**config.mk**
```make
export PLATFORM = sky130hd
export DESIGN_NAME = voxel_grid_occupancy_index
export DESIGN_NICKNAME = d
export VERILOG_FILES = /design/src/hw/rtl/vgoi_pkg.sv /design/src/hw/rtl/vgoi_cfg.sv /design/src/hw/rtl/vgoi_dp.sv /design/src/hw/rtl/vgoi_ctrl.sv /design/src/hw/rtl/voxel_grid_occupancy_index.sv
export SDC_FILE = /design/constraint.sdc
export NUM_CORES = 2
export LEC_CHECK = 0
export BUFFER_PORTS_ARGS = -buffer_cell sky130_fd_sc_hd__buf_2
export CAP_MARGIN = 25
export CELL_PAD_IN_SITES_DETAIL_PLACEMENT = 1
export CELL_PAD_IN_SITES_GLOBAL_PLACEMENT = 1
export CORE_MARGIN = 2
export CORE_UTILIZATION = 35
export CTS_CLUSTER_DIAMETER = 200
export DETAILED_ROUTE_END_ITERATION = 8
export GPL_TIMING_DRIVEN = 0
export PLACE_DENSITY = 0.65
export SLEW_MARGIN = 40
export SYNTH_ARGS = -nofsm -noshare
export SYNTH_HDL_FRONTEND = slang
export SYNTH_HIERARCHICAL = 1
export SYNTH_SLANG_ARGS = --single-unit
export TNS_END_PERCENT = 100
```
**constraint.sdc**
```tcl
create_clock -name clk -period 13.9 [get_ports clk]
set_input_delay 2.78 -clock clk [delete_from_list [all_inputs] [get_ports clk]]
set_output_delay 2.78 -clock clk [all_outputs]
set_load 0.01 [all_outputs]
```
**src/hw/rtl/vgoi_pkg.sv**
```systemverilog
// Package with the shared types and constants of the voxel grid occupancy index.
package vgoi_pkg;

  localparam int RES_W     = 20;  // unsigned Q12.8 voxel edge length
  localparam int SHAPE_W   = 7;   // voxel count per axis
  localparam int QUO_W     = 7;   // quotient bits of one axis division
  localparam int PROD_W    = RES_W + SHAPE_W;      // shape * res
  localparam int REM_W     = PROD_W + 1;           // 2 * shape * res
  localparam int SCALE_W   = 2 * SHAPE_W;          // sy * sz
  localparam int BASE_W    = QUO_W + SCALE_W;      // q * scale
  localparam int IDX_W     = 18;
  localparam int NUM_AXES  = 3;
  localparam int CFG_IDX_W = 3;
  localparam int DIV_CNT_W = 3;

  localparam logic [DIV_CNT_W-1:0] DIV_LAST = DIV_CNT_W'(QUO_W - 1);

  localparam logic [RES_W-1:0]   RES_RESET   = 20'd3840;
  localparam logic [SHAPE_W-1:0] SHAPE_RESET = 7'd32;

  // Configuration register indexes.
  localparam logic [CFG_IDX_W-1:0] REG_RES_X   = 3'd0;
  localparam logic [CFG_IDX_W-1:0] REG_RES_Y   = 3'd1;
  localparam logic [CFG_IDX_W-1:0] REG_RES_Z   = 3'd2;
  localparam logic [CFG_IDX_W-1:0] REG_SHAPE_X = 3'd3;
  localparam logic [CFG_IDX_W-1:0] REG_SHAPE_Y = 3'd4;
  localparam logic [CFG_IDX_W-1:0] REG_SHAPE_Z = 3'd5;

  typedef enum logic [1:0] {
    AXIS_X = 2'd0,
    AXIS_Y = 2'd1,
    AXIS_Z = 2'd2
  } vgoi_axis_t;

  typedef enum logic [2:0] {
    ST_IDLE,
    ST_LOAD,
    ST_CHECK,
    ST_DIV,
    ST_MUL,
    ST_STORE,
    ST_EMIT
  } vgoi_state_t;

  typedef struct packed {
    logic [NUM_AXES-1:0][RES_W-1:0]   res;
    logic [NUM_AXES-1:0][SHAPE_W-1:0] shape;
  } vgoi_cfg_t;

  typedef struct packed {
    logic                load_in;
    logic                prep;
    logic                check;
    logic                div_step;
    logic                mul;
    logic                store;
    logic                emit;
    logic                miss;
    logic                last;
    vgoi_axis_t          axis;
    logic [NUM_AXES-1:0] sel;
  } vgoi_cmd_t;

  typedef struct packed {
    logic [NUM_AXES-1:0] have_lo;
    logic [NUM_AXES-1:0] have_hi;
    logic                out_busy;
  } vgoi_sts_t;

endpackage

```
**src/hw/rtl/vgoi_cfg.sv**
```systemverilog
// Configuration register file: voxel resolutions and grid shape per axis.
module vgoi_cfg (
  input  logic                              clk,
  input  logic                              rst_n,
  input  logic                              cfg_valid,
  output logic                              cfg_ready,
  input  logic [vgoi_pkg::CFG_IDX_W-1:0]    cfg_index,
  input  logic [vgoi_pkg::RES_W-1:0]        cfg_data,
  output vgoi_pkg::vgoi_cfg_t               cfg_o
);

  vgoi_pkg::vgoi_cfg_t regs_r;
  vgoi_pkg::vgoi_cfg_t regs_nxt;

  assign cfg_ready = 1'b1;
  assign cfg_o     = regs_r;

  always_comb begin
    regs_nxt = regs_r;
    if (cfg_valid) begin
      unique case (cfg_index)
        vgoi_pkg::REG_RES_X:   regs_nxt.res[0]   = cfg_data;
        vgoi_pkg::REG_RES_Y:   regs_nxt.res[1]   = cfg_data;
        vgoi_pkg::REG_RES_Z:   regs_nxt.res[2]   = cfg_data;
        vgoi_pkg::REG_SHAPE_X: regs_nxt.shape[0] = cfg_data[vgoi_pkg::SHAPE_W-1:0];
        vgoi_pkg::REG_SHAPE_Y: regs_nxt.shape[1] = cfg_data[vgoi_pkg::SHAPE_W-1:0];
        vgoi_pkg::REG_SHAPE_Z: regs_nxt.shape[2] = cfg_data[vgoi_pkg::SHAPE_W-1:0];
        default: ;
      endcase
    end
  end

  always_ff @(posedge clk) begin
    if (!rst_n) begin
      for (int i = 0; i < vgoi_pkg::NUM_AXES; i++) begin
        regs_r.res[i]   <= vgoi_pkg::RES_RESET;
        regs_r.shape[i] <= vgoi_pkg::SHAPE_RESET;
      end
    end else begin
      regs_r <= regs_nxt;
    end
  end

endmodule

```
**src/hw/rtl/vgoi_dp.sv**
```systemverilog
// Datapath: per-axis offset, range check, shared divider, index bases and result register.
module vgoi_dp #(
  parameter int MAX_DIM     = 64,
  parameter int COORD_WIDTH = 24
) (
  input  logic                              clk,
  input  logic                              rst_n,
  input  vgoi_pkg::vgoi_cfg_t               cfg_i,
  input  vgoi_pkg::vgoi_cmd_t               cmd,
  output vgoi_pkg::vgoi_sts_t               sts,
  input  logic signed [COORD_WIDTH-1:0]     in_center_x,
  input  logic signed [COORD_WIDTH-1:0]     in_center_y,
  input  logic signed [COORD_WIDTH-1:0]     in_center_z,
  input  logic signed [COORD_WIDTH-1:0]     in_point_x,
  input  logic signed [COORD_WIDTH-1:0]     in_point_y,
  input  logic signed [COORD_WIDTH-1:0]     in_point_z,
  output logic                              out_valid,
  input  logic                              out_ready,
  output logic                              out_hit,
  output logic [vgoi_pkg::IDX_W-1:0]        out_voxel_index,
  output logic                              out_last
);

  localparam int CW        = COORD_WIDTH;
  localparam int DIFF_W    = CW + 2;
  localparam int DW        = ((DIFF_W > vgoi_pkg::REM_W) ? DIFF_W : vgoi_pkg::REM_W) + 1;
  localparam int SHAPE_CAP = (MAX_DIM > 127) ? 127 : MAX_DIM;
  localparam int SUM_W     = vgoi_pkg::BASE_W + 2;

  localparam logic [vgoi_pkg::SHAPE_W-1:0] SHAPE_CAP_V = vgoi_pkg::SHAPE_W'(SHAPE_CAP);

  // Latched coordinates of the transaction in flight.
  logic [vgoi_pkg::NUM_AXES-1:0][CW-1:0] ctr_r;
  logic [vgoi_pkg::NUM_AXES-1:0][CW-1:0] pnt_r;

  logic [vgoi_pkg::NUM_AXES-1:0][vgoi_pkg::SHAPE_W-1:0] shape_c;

  logic [DIFF_W-1:0]              diff_r;
  logic [vgoi_pkg::PROD_W-1:0]    prod_r;
  logic [vgoi_pkg::SCALE_W-1:0]   syz_r;
  logic [vgoi_pkg::REM_W-1:0]     rem_r;
  logic [vgoi_pkg::REM_W-1:0]     dvs_r;
  logic [vgoi_pkg::QUO_W-1:0]     quo_r;
  logic                           ok_r;
  logic [vgoi_pkg::BASE_W-1:0]    mulq_r;
  logic [vgoi_pkg::NUM_AXES-1:0]  have_lo_r;
  logic [vgoi_pkg::NUM_AXES-1:0]  have_hi_r;
  logic [vgoi_pkg::NUM_AXES-1:0][vgoi_pkg::BASE_W-1:0] base_lo_r;
  logic [vgoi_pkg::NUM_AXES-1:0][vgoi_pkg::BASE_W-1:0] base_hi_r;

  logic                           out_valid_r;
  logic                           out_hit_r;
  logic [vgoi_pkg::IDX_W-1:0]     out_index_r;
  logic                           out_last_r;

  logic [CW-1:0]                  ctr_a;
  logic [CW-1:0]                  pnt_a;
  logic [vgoi_pkg::RES_W-1:0]     res_a;
  logic [vgoi_pkg::SHAPE_W-1:0]   shape_a;
  logic [vgoi_pkg::SCALE_W-1:0]   scale_a;
  logic [CW:0]                    dpc;
  logic [DW-1:0]                  d_val;
  logic [DW-1:0]                  d_bound;
  logic                           d_ok;
  logic                           take;
  logic [vgoi_pkg::NUM_AXES-1:0][vgoi_pkg::BASE_W-1:0] base_sel;
  logic [SUM_W-1:0]               idx_sum;

  // A shape above the supported grid size is saturated.
  always_comb begin
    for (int i = 0; i < vgoi_pkg::NUM_AXES; i++) begin
      shape_c[i] = (cfg_i.shape[i] > SHAPE_CAP_V) ? SHAPE_CAP_V : cfg_i.shape[i];
    end
  end

  assign ctr_a   = ctr_r[cmd.axis];
  assign pnt_a   = pnt_r[cmd.axis];
  assign res_a   = cfg_i.res[cmd.axis];
  assign shape_a = shape_c[cmd.axis];

  always_comb begin
    unique case (cmd.axis)
      vgoi_pkg::AXIS_X: scale_a = syz_r;
      vgoi_pkg::AXIS_Y: scale_a = {{vgoi_pkg::SHAPE_W{1'b0}}, shape_c[2]};
      vgoi_pkg::AXIS_Z: scale_a = vgoi_pkg::SCALE_W'(1);
      default:          scale_a = '0;
    endcase
  end

  assign dpc = {pnt_a[CW-1], pnt_a} - {ctr_a[CW-1], ctr_a};

  // Doubled offset of the point from the grid's lower corner.
  assign d_val   = {{(DW-DIFF_W){diff_r[DIFF_W-1]}}, diff_r}
                 + {{(DW-vgoi_pkg::PROD_W){1'b0}}, prod_r};
  assign d_bound = {{(DW-vgoi_pkg::PROD_W-1){1'b0}}, prod_r, 1'b0};
  assign d_ok    = !d_val[DW-1] && (d_val <= d_bound) && (res_a != '0) && (shape_a != '0);

  assign take = (rem_r >= dvs_r);

  always_ff @(posedge clk) begin
    if (cmd.load_in) begin
      ctr_r[0] <= in_center_x;
      ctr_r[1] <= in_center_y;
      ctr_r[2] <= in_center_z;
      pnt_r[0] <= in_point_x;
      pnt_r[1] <= in_point_y;
      pnt_r[2] <= in_point_z;
    end
    syz_r <= vgoi_pkg::SCALE_W'(shape_c[1]) * vgoi_pkg::SCALE_W'(shape_c[2]);
    if (cmd.prep) begin
      diff_r <= {dpc, 1'b0};
      prod_r <= vgoi_pkg::PROD_W'(shape_a) * vgoi_pkg::PROD_W'(res_a);
    end
    if (cmd.check) begin
      ok_r  <= d_ok;
      rem_r <= d_val[vgoi_pkg::REM_W-1:0];
      dvs_r <= {{(vgoi_pkg::REM_W-vgoi_pkg::RES_W-vgoi_pkg::QUO_W){1'b0}}, res_a,
                {vgoi_pkg::QUO_W{1'b0}}};
      quo_r <= '0;
    end
    if (cmd.div_step) begin
      if (take) begin
        rem_r <= rem_r - dvs_r;
      end
      quo_r <= {quo_r[vgoi_pkg::QUO_W-2:0], take};
      dvs_r <= dvs_r >> 1;
    end
    if (cmd.mul) begin
      mulq_r <= vgoi_pkg::BASE_W'(quo_r) * vgoi_pkg::BASE_W'(scale_a);
    end
    if (cmd.store) begin
      base_hi_r[cmd.axis] <= mulq_r;
      base_lo_r[cmd.axis] <= mulq_r - vgoi_pkg::BASE_W'(scale_a);
    end
  end

  always_ff @(posedge clk) begin
    if (!rst_n) begin
      have_lo_r <= '0;
      have_hi_r <= '0;
    end else if (cmd.mul) begin
      have_lo_r[cmd.axis] <= ok_r && (rem_r == '0) && (quo_r != '0);
      have_hi_r[cmd.axis] <= ok_r && (quo_r < shape_a);
    end
  end

  always_comb begin
    for (int i = 0; i < vgoi_pkg::NUM_AXES; i++) begin
      base_sel[i] = (cmd.sel[i] || !have_lo_r[i]) ? base_hi_r[i] : base_lo_r[i];
    end
  end

  assign idx_sum = SUM_W'(base_sel[0]) + SUM_W'(base_sel[1]) + SUM_W'(base_sel[2]);

  always_ff @(posedge clk) begin
    if (!rst_n) begin
      out_valid_r <= 1'b0;
    end else if (cmd.emit) begin
      out_valid_r <= 1'b1;
    end else if (out_ready) begin
      out_valid_r <= 1'b0;
    end
  end

  always_ff @(posedge clk) begin
    if (cmd.emit) begin
      out_hit_r   <= !cmd.miss;
      out_index_r <= cmd.miss ? '0 : idx_sum[vgoi_pkg::IDX_W-1:0];
      out_last_r  <= cmd.last;
    end
  end

  assign out_valid       = out_valid_r;
  assign out_hit         = out_hit_r;
  assign out_voxel_index = out_index_r;
  assign out_last        = out_last_r;

  assign sts.have_lo  = have_lo_r;
  assign sts.have_hi  = have_hi_r;
  assign sts.out_busy = out_valid_r && !out_ready;

endmodule

```
**src/hw/rtl/vgoi_ctrl.sv**
```systemverilog
// Controller: sequences the three axis divisions and walks the candidate voxels.
module vgoi_ctrl (
  input  logic                clk,
  input  logic                rst_n,
  input  logic                in_valid,
  output logic                in_ready,
  input  vgoi_pkg::vgoi_sts_t sts,
  output vgoi_pkg::vgoi_cmd_t cmd
);

  vgoi_pkg::vgoi_state_t                state_r, state_nxt;
  vgoi_pkg::vgoi_axis_t                 axis_r, axis_nxt;
  logic [vgoi_pkg::DIV_CNT_W-1:0]       div_cnt_r, div_cnt_nxt;
  logic [vgoi_pkg::NUM_AXES-1:0]        sel_r, sel_nxt;
  logic [vgoi_pkg::NUM_AXES-1:0]        two;
  logic [vgoi_pkg::NUM_AXES-1:0]        at_end;
  logic                                 miss;

  assign two    = sts.have_lo & sts.have_hi;
  assign at_end = sel_r | ~two;
  assign miss   = |(~(sts.have_lo | sts.have_hi));

  always_ff @(posedge clk) begin
    if (!rst_n) begin
      state_r   <= vgoi_pkg::ST_IDLE;
      axis_r    <= vgoi_pkg::AXIS_X;
      div_cnt_r <= '0;
      sel_r     <= '0;
    end else begin
      state_r   <= state_nxt;
      axis_r    <= axis_nxt;
      div_cnt_r <= div_cnt_nxt;
      sel_r     <= sel_nxt;
    end
  end

  always_comb begin
    state_nxt   = state_r;
    axis_nxt    = axis_r;
    div_cnt_nxt = div_cnt_r;
    sel_nxt     = sel_r;
    cmd         = '0;
    cmd.axis    = axis_r;
    cmd.sel     = sel_r;
    in_ready    = 1'b0;
    unique case (state_r)
      vgoi_pkg::ST_IDLE: begin
        in_ready = 1'b1;
        if (in_valid) begin
          cmd.load_in = 1'b1;
          axis_nxt    = vgoi_pkg::AXIS_X;
          state_nxt   = vgoi_pkg::ST_LOAD;
        end
      end
      vgoi_pkg::ST_LOAD: begin
        cmd.prep  = 1'b1;
        state_nxt = vgoi_pkg::ST_CHECK;
      end
      vgoi_pkg::ST_CHECK: begin
        cmd.check   = 1'b1;
        div_cnt_nxt = '0;
        state_nxt   = vgoi_pkg::ST_DIV;
      end
      vgoi_pkg::ST_DIV: begin
        cmd.div_step = 1'b1;
        div_cnt_nxt  = div_cnt_r + 1'b1;
        if (div_cnt_r == vgoi_pkg::DIV_LAST) begin
          state_nxt = vgoi_pkg::ST_MUL;
        end
      end
      vgoi_pkg::ST_MUL: begin
        cmd.mul   = 1'b1;
        state_nxt = vgoi_pkg::ST_STORE;
      end
      vgoi_pkg::ST_STORE: begin
        cmd.store = 1'b1;
        if (axis_r == vgoi_pkg::AXIS_Z) begin
          sel_nxt   = '0;
          state_nxt = vgoi_pkg::ST_EMIT;
        end else begin
          axis_nxt  = (axis_r == vgoi_pkg::AXIS_X) ? vgoi_pkg::AXIS_Y : vgoi_pkg::AXIS_Z;
          state_nxt = vgoi_pkg::ST_LOAD;
        end
      end
      vgoi_pkg::ST_EMIT: begin
        if (!sts.out_busy) begin
          cmd.emit = 1'b1;
          if (miss) begin
            cmd.miss  = 1'b1;
            cmd.last  = 1'b1;
            state_nxt = vgoi_pkg::ST_IDLE;
          end else if (&at_end) begin
            cmd.last  = 1'b1;
            sel_nxt   = '0;
            state_nxt = vgoi_pkg::ST_IDLE;
          end else if (!at_end[2]) begin
            sel_nxt[2] = 1'b1;
          end else if (!at_end[1]) begin
            sel_nxt[2] = 1'b0;
            sel_nxt[1] = 1'b1;
          end else begin
            sel_nxt[2] = 1'b0;
            sel_nxt[1] = 1'b0;
            sel_nxt[0] = 1'b1;
          end
        end
      end
      default: state_nxt = vgoi_pkg::ST_IDLE;
    endcase
  end

  a_accept_starts: assert property (@(posedge clk) disable iff (!rst_n)
    in_valid && in_ready |=> state_r == vgoi_pkg::ST_LOAD && axis_r == vgoi_pkg::AXIS_X)
    else $error("accepted transaction did not start the x axis");

  a_last_ends: assert property (@(posedge clk) disable iff (!rst_n)
    cmd.emit && cmd.last |=> state_r == vgoi_pkg::ST_IDLE)
    else $error("final result did not return the controller to idle");

  a_emit_free: assert property (@(posedge clk) disable iff (!rst_n)
    cmd.emit |-> !sts.out_busy)
    else $error("result loaded while the output register was still held");

  a_div_bound: assert property (@(posedge clk) disable iff (!rst_n)
    state_r == vgoi_pkg::ST_DIV |-> div_cnt_r <= vgoi_pkg::DIV_LAST)
    else $error("divider step count overran the quotient width");

endmodule

```
**src/hw/rtl/voxel_grid_occupancy_index.sv**
```systemverilog
// Top level of the voxel grid occupancy index: register file, controller and datapath.
//
//   Channel   Ports                                   Direction   Transaction
//   in        in_valid/in_ready, in_center_*, in_point_*   input  one query
//   out       out_valid/out_ready, out_hit, out_voxel_index, out_last  output  one voxel
//   cfg       cfg_valid/cfg_ready, cfg_index, cfg_data     input  one register write
//
// Each query runs the three axes in turn before its first result, then gives one result per
// cycle while the output register is not stalled (1 to 8 results). The shared restoring
// divider handles each axis as offset, range check, 7 quotient steps, index scaling and
// base store. A new query is accepted once the last result of
// the previous one is in the output register. Reset is synchronous and active low and
// restores the configuration to 15.0 voxel length and 32 voxels per axis. A stalled
// output register simply holds the walk over candidate voxels until it is taken.
module voxel_grid_occupancy_index #(
  parameter int MAX_DIM     = 64,
  parameter int COORD_WIDTH = 24
) (
  input  logic                              clk,
  input  logic                              rst_n,
  input  logic                              in_valid,
  output logic                              in_ready,
  input  logic signed [COORD_WIDTH-1:0]     in_center_x,
  input  logic signed [COORD_WIDTH-1:0]     in_center_y,
  input  logic signed [COORD_WIDTH-1:0]     in_center_z,
  input  logic signed [COORD_WIDTH-1:0]     in_point_x,
  input  logic signed [COORD_WIDTH-1:0]     in_point_y,
  input  logic signed [COORD_WIDTH-1:0]     in_point_z,
  output logic                              out_valid,
  input  logic                              out_ready,
  output logic                              out_hit,
  output logic [vgoi_pkg::IDX_W-1:0]        out_voxel_index,
  output logic                              out_last,
  input  logic                              cfg_valid,
  output logic                              cfg_ready,
  input  logic [vgoi_pkg::CFG_IDX_W-1:0]    cfg_index,
  input  logic [vgoi_pkg::RES_W-1:0]        cfg_data
);

  vgoi_pkg::vgoi_cfg_t cfg_regs;
  vgoi_pkg::vgoi_cmd_t cmd;
  vgoi_pkg::vgoi_sts_t sts;

  // Register writes land directly; the user keeps the block idle for them, unchecked.
  vgoi_cfg u_cfg (
    .clk       (clk),
    .rst_n     (rst_n),
    .cfg_valid (cfg_valid),
    .cfg_ready (cfg_ready),
    .cfg_index (cfg_index),
    .cfg_data  (cfg_data),
    .cfg_o     (cfg_regs)
  );

  // The controller owns the handshake on the input side and the candidate walk.
  vgoi_ctrl u_ctrl (
    .clk      (clk),
    .rst_n    (rst_n),
    .in_valid (in_valid),
    .in_ready (in_ready),
    .sts      (sts),
    .cmd      (cmd)
  );

  // The datapath holds the query, the per-axis candidates and the output register.
  vgoi_dp #(
    .MAX_DIM     (MAX_DIM),
    .COORD_WIDTH (COORD_WIDTH)
  ) u_dp (
    .clk             (clk),
    .rst_n           (rst_n),
    .cfg_i           (cfg_regs),
    .cmd             (cmd),
    .sts             (sts),
    .in_center_x     (in_center_x),
    .in_center_y     (in_center_y),
    .in_center_z     (in_center_z),
    .in_point_x      (in_point_x),
    .in_point_y      (in_point_y),
    .in_point_z      (in_point_z),
    .out_valid       (out_valid),
    .out_ready       (out_ready),
    .out_hit         (out_hit),
    .out_voxel_index (out_voxel_index),
    .out_last        (out_last)
  );

endmodule
```
==> summary.md <==
| Metric | Value |
|---|---|
| Status | completed |
| Part of the cycle the worst path needs | 58.1% |
| Simple-gate area share of the yosys netlist | 13.0% |
| Most common cell after layout, fill and taps aside | edfxtp_1 |
| Post-CTS Hold Fix Bufs | 0 |
| Pwr dens | ~120 mW/mm^2 |
| Number of placement rows | 115 |
| Top FF cell, synth | edfxtp_1 |
| WP data arrival | 8.46 ns |
| Initial antenna violation count | 6 |
| Syn nets | roughly 3900 |
| Vias per cell | about 5.1 |
| Final setup vio count | 0 |
| Gate Count Post-Synth | approximately 3300 |
| Worst Hold Class | reg -> reg |
| Mapped Area | 0.0346 mm^2 |
| GR Overflow Total | 0 |
| Synth Area in XOR/XNOR | about 3.5% |
| Worst Tran Pin Value | roughly 0.87 ns |
| Initial core utilization | between 30% and 40% |
| Residual DRC | 0 |
| CTS Root Cell | clkbuf_16 |
| Max-Cap Viols | 0 |
| Clock buffer depth | 3 |
| Kind of critical path | reg -> reg |
| Critical Path Start Type | flip-flop |
| YS warnings | 6 |
| F_max | roughly 0.12 GHz |
| Rel. slew slack | a little over two fifths |
| CP max FO | 11 |
| Adder-Cell Fraction of Synth Area | 20.1% |
| Post-DP HPWL | roughly 76000 um |
| Vias in the first global route | between 20000 and 30000 |
| Worst-Skew Late Latency | about 0.64 ns |
| PortBufs | ~190 |
| Die Y | around 320 um |
| Mux cell area share after synthesis | 7.25% |
| Fraction of layout cells with a size suffix above 1 | approximately 11% |
| WL per Instance | 19.9 um |
| # resized after CTS | 0 |
| Unique masters post-synth | 88 |
| Nets@finish | 4186 |
| Io pins | 195 |
| CTS sink count | just over 500 |
| Syn avg cell area | approximately 10 um^2 |
| Routability cong. | slightly below 0.9 |
| # Post-CTS Setup Buffers | 0 |
| Leak Pwr | around 17 nW |
| Vias | 24900 |
| CTS tree | yes |
| Clock period minus worst slack | 8.07 ns |
| Slew Viols, Final | 0 |
| DR pass1 iterations | 5 |
| Setup TNS | 0 ns |
| CP Data Required Time | ~14 ns |
| First-pass GRT wire length | 154000 um |
| Placed instance count | 4793 |
| Worst setup EP type | flip-flop |
| DIE AREA | between 0.1 and 0.15 mm^2 |
| Reg clk slew, reported paths | about 0.05 ns |
| GRT Total Usage | 19.3% |
| Peak VDD IR | 0.0000927 V |
| RSZ-0062 raised after global routing | no |
| Largest family of logic cells by synthesized area | adder cells |
| Total CTS buffers | 66 |
| Most frequent cells in the layout | edfxtp_1 (377), inv_1 (357), nand2_1 (294), nor2_1 (272), ha_1 (247) |
| Fraction of registers with async set/reset | 0% |
| WL final | a little under 100000 um |
| Initial DRC count | 1443 |
| H-tree level count | 3 |
| Yosys reg bits | 518 |
| Area grow syn2layout | 14.4% |
| Pin count of the biggest net entering global routing | 87 |
| EDFF count, synth | approximately 380 |
| Hold Fails Final Rpt | 0 |
| Fin cells | around 4900 |
| Die W | about 320 um |
| Core Box Area | between 0.09 and 0.1 mm^2 |
| Antenna Nets Post-Route | 0 |
| # fillers | around 11000 |
| Compound-cell area share of the yosys netlist | between 9 and 10% |
| Sequential share of the synthesized area | 40.9% |
| Worst Skew | ~0.026 ns |
-- per-layer routing --
layer / wire, um / share of wire (%) / global-route usage (%) / vias up
met5: 11 / 0.011 / 0 / -
met4: 1960 / 2.0 / 4.63 / 2
met3: 3210 / 3.3 / 2.43 / 123
li1: - / - / - / 11900
met1: 45900 / 47 / 26.2 / 12400
met2: 46700 / 48 / 32.7 / 385
-- synthesized netlist by cell type, drive strengths merged (63+ instances only) --
cell type / n / share of area (%)
fa: 192 / 11
ha: 247 / 8.9
nor2: 273 / 3.0
nor2b: 63 / 1.1
inv: 361 / 3.9
clkbuf: 68 / 0.74
nand2: 294 / 3.2
and2: 78 / 1.4
o21ai: 107 / 1.5
a21oi: 190 / 2.8
edfxtp: 377 / 33
mux2i: 239 / 6.9
xnor2: 95 / 2.4
a21o: 71 / 1.5
dfxtp: 141 / 8.2
-- registers in the layout (all words and copies together) (netlist names), 25 cells and up --
name and flops:
u_dp/pnt_r 72, u_dp/ctr_r 72, u_dp/base_lo_r 54, u_dp/rem_r 28
u_dp/dvs_r 27, u_dp/prod_r 27, u_dp/diff_r 25, u_dp/base_hi_r 54
u_cfg/cfg_o 81
-- worst paths after layout --
| path | from | endpoint | slack, ns | cells after the start |
|---|---|---|---|---|
| max | u_ctrl/axis_r[0]$_SDFFE_PN0P_ | u_dp/prod_r[25]$_DFFE_PP_ | 5.83 | 24 |
| min | u_cfg/cfg_o[16]$_SDFFE_PN0P_ | u_cfg/cfg_o[16]$_SDFFE_PN0P_ | 0.46 | 2 |
| max reg2reg | u_ctrl/axis_r[0]$_SDFFE_PN0P_ | u_dp/prod_r[25]$_DFFE_PP_ | 5.83 | 24 |
| min reg2reg | u_cfg/cfg_o[16]$_SDFFE_PN0P_ | u_cfg/cfg_o[16]$_SDFFE_PN0P_ | 0.46 | 2 |
-- worst max-delay path, cell delays in order, from the launching register on --
cell and delay, ns:
dfxtp_1 0.71, buf_2 0.40, buf_1 0.67, nor2_1 0.11
a21oi_1 0.56, clkbuf_1 0.47, nor2_1 0.12, fa_1 0.51
inv_1 0.05, fa_1 0.52, inv_1 0.05, fa_1 0.48
inv_1 0.05, fa_1 0.47, inv_1 0.04, ha_1 0.32
o21a_1 0.20, o21a_1 0.19, a2111oi_2 0.41, nor3_1 0.14
o31ai_1 0.34, a21oi_1 0.22, a31oi_1 0.30, o31ai_1 0.11
xor2_1 0.36
-- layout make-up --
| cell class | instances | area [um^2] | share of cell area, % |
|---|---|---|---|
| repair buffers | 206 | 1100 | 2.79 |
| diodes | 4 | 10.0 | 0.0253 |
| multi-input cells | 2311 | 18700 | 47.2 |
| plain buffers | 110 | 482 | 1.22 |
| well taps | 1287 | 1610 | 4.07 |
| clock inverters | 33 | 372 | 0.940 |
| flip-flops and latches | 518 | 14100 | 35.8 |
| clock buffers | 85 | 1780 | 4.51 |
| inverters | 362 | 1370 | 3.45 |
-- cells by family after synthesis --
group | count (synthesis)
AO/OA/AOI/OAI | 543
XOR/XNOR | 137
adder cells (fa/ha/maj) | 439
buffers and inverters | 472
flip-flops | 518
multiplexers | 249
other | 1
AND/OR/NAND/NOR | 942
-- where the power goes --
part | internal (mW) | leakage, nW | switching (mW)
Clock | 0.997 | 1.04 | 0.721
Sequential | 1.78 | 4.65 | 0.0821
Combinational | 0.411 | 11.3 | 0.617
Total | 3.19 | 17.0 | 1.42
-- metrics by stage --
stage	worst slack, ns	area [um^2]	power (mW)	util [%]	hold WS, ns
after floorplan	7.76	34600	2.59	-	0.434
after global placement	5.74	37100	2.89	37.8	0.442
after detailed placement	5.77	37400	2.90	38.1	0.456
after CTS	5.76	39500	4.64	40.3	0.463
after global routing	5.37	39500	4.83	40.3	0.481
final	5.83	39500	4.61	40.3	0.456
Note: power is estimated with default switching activity, not from simulation.
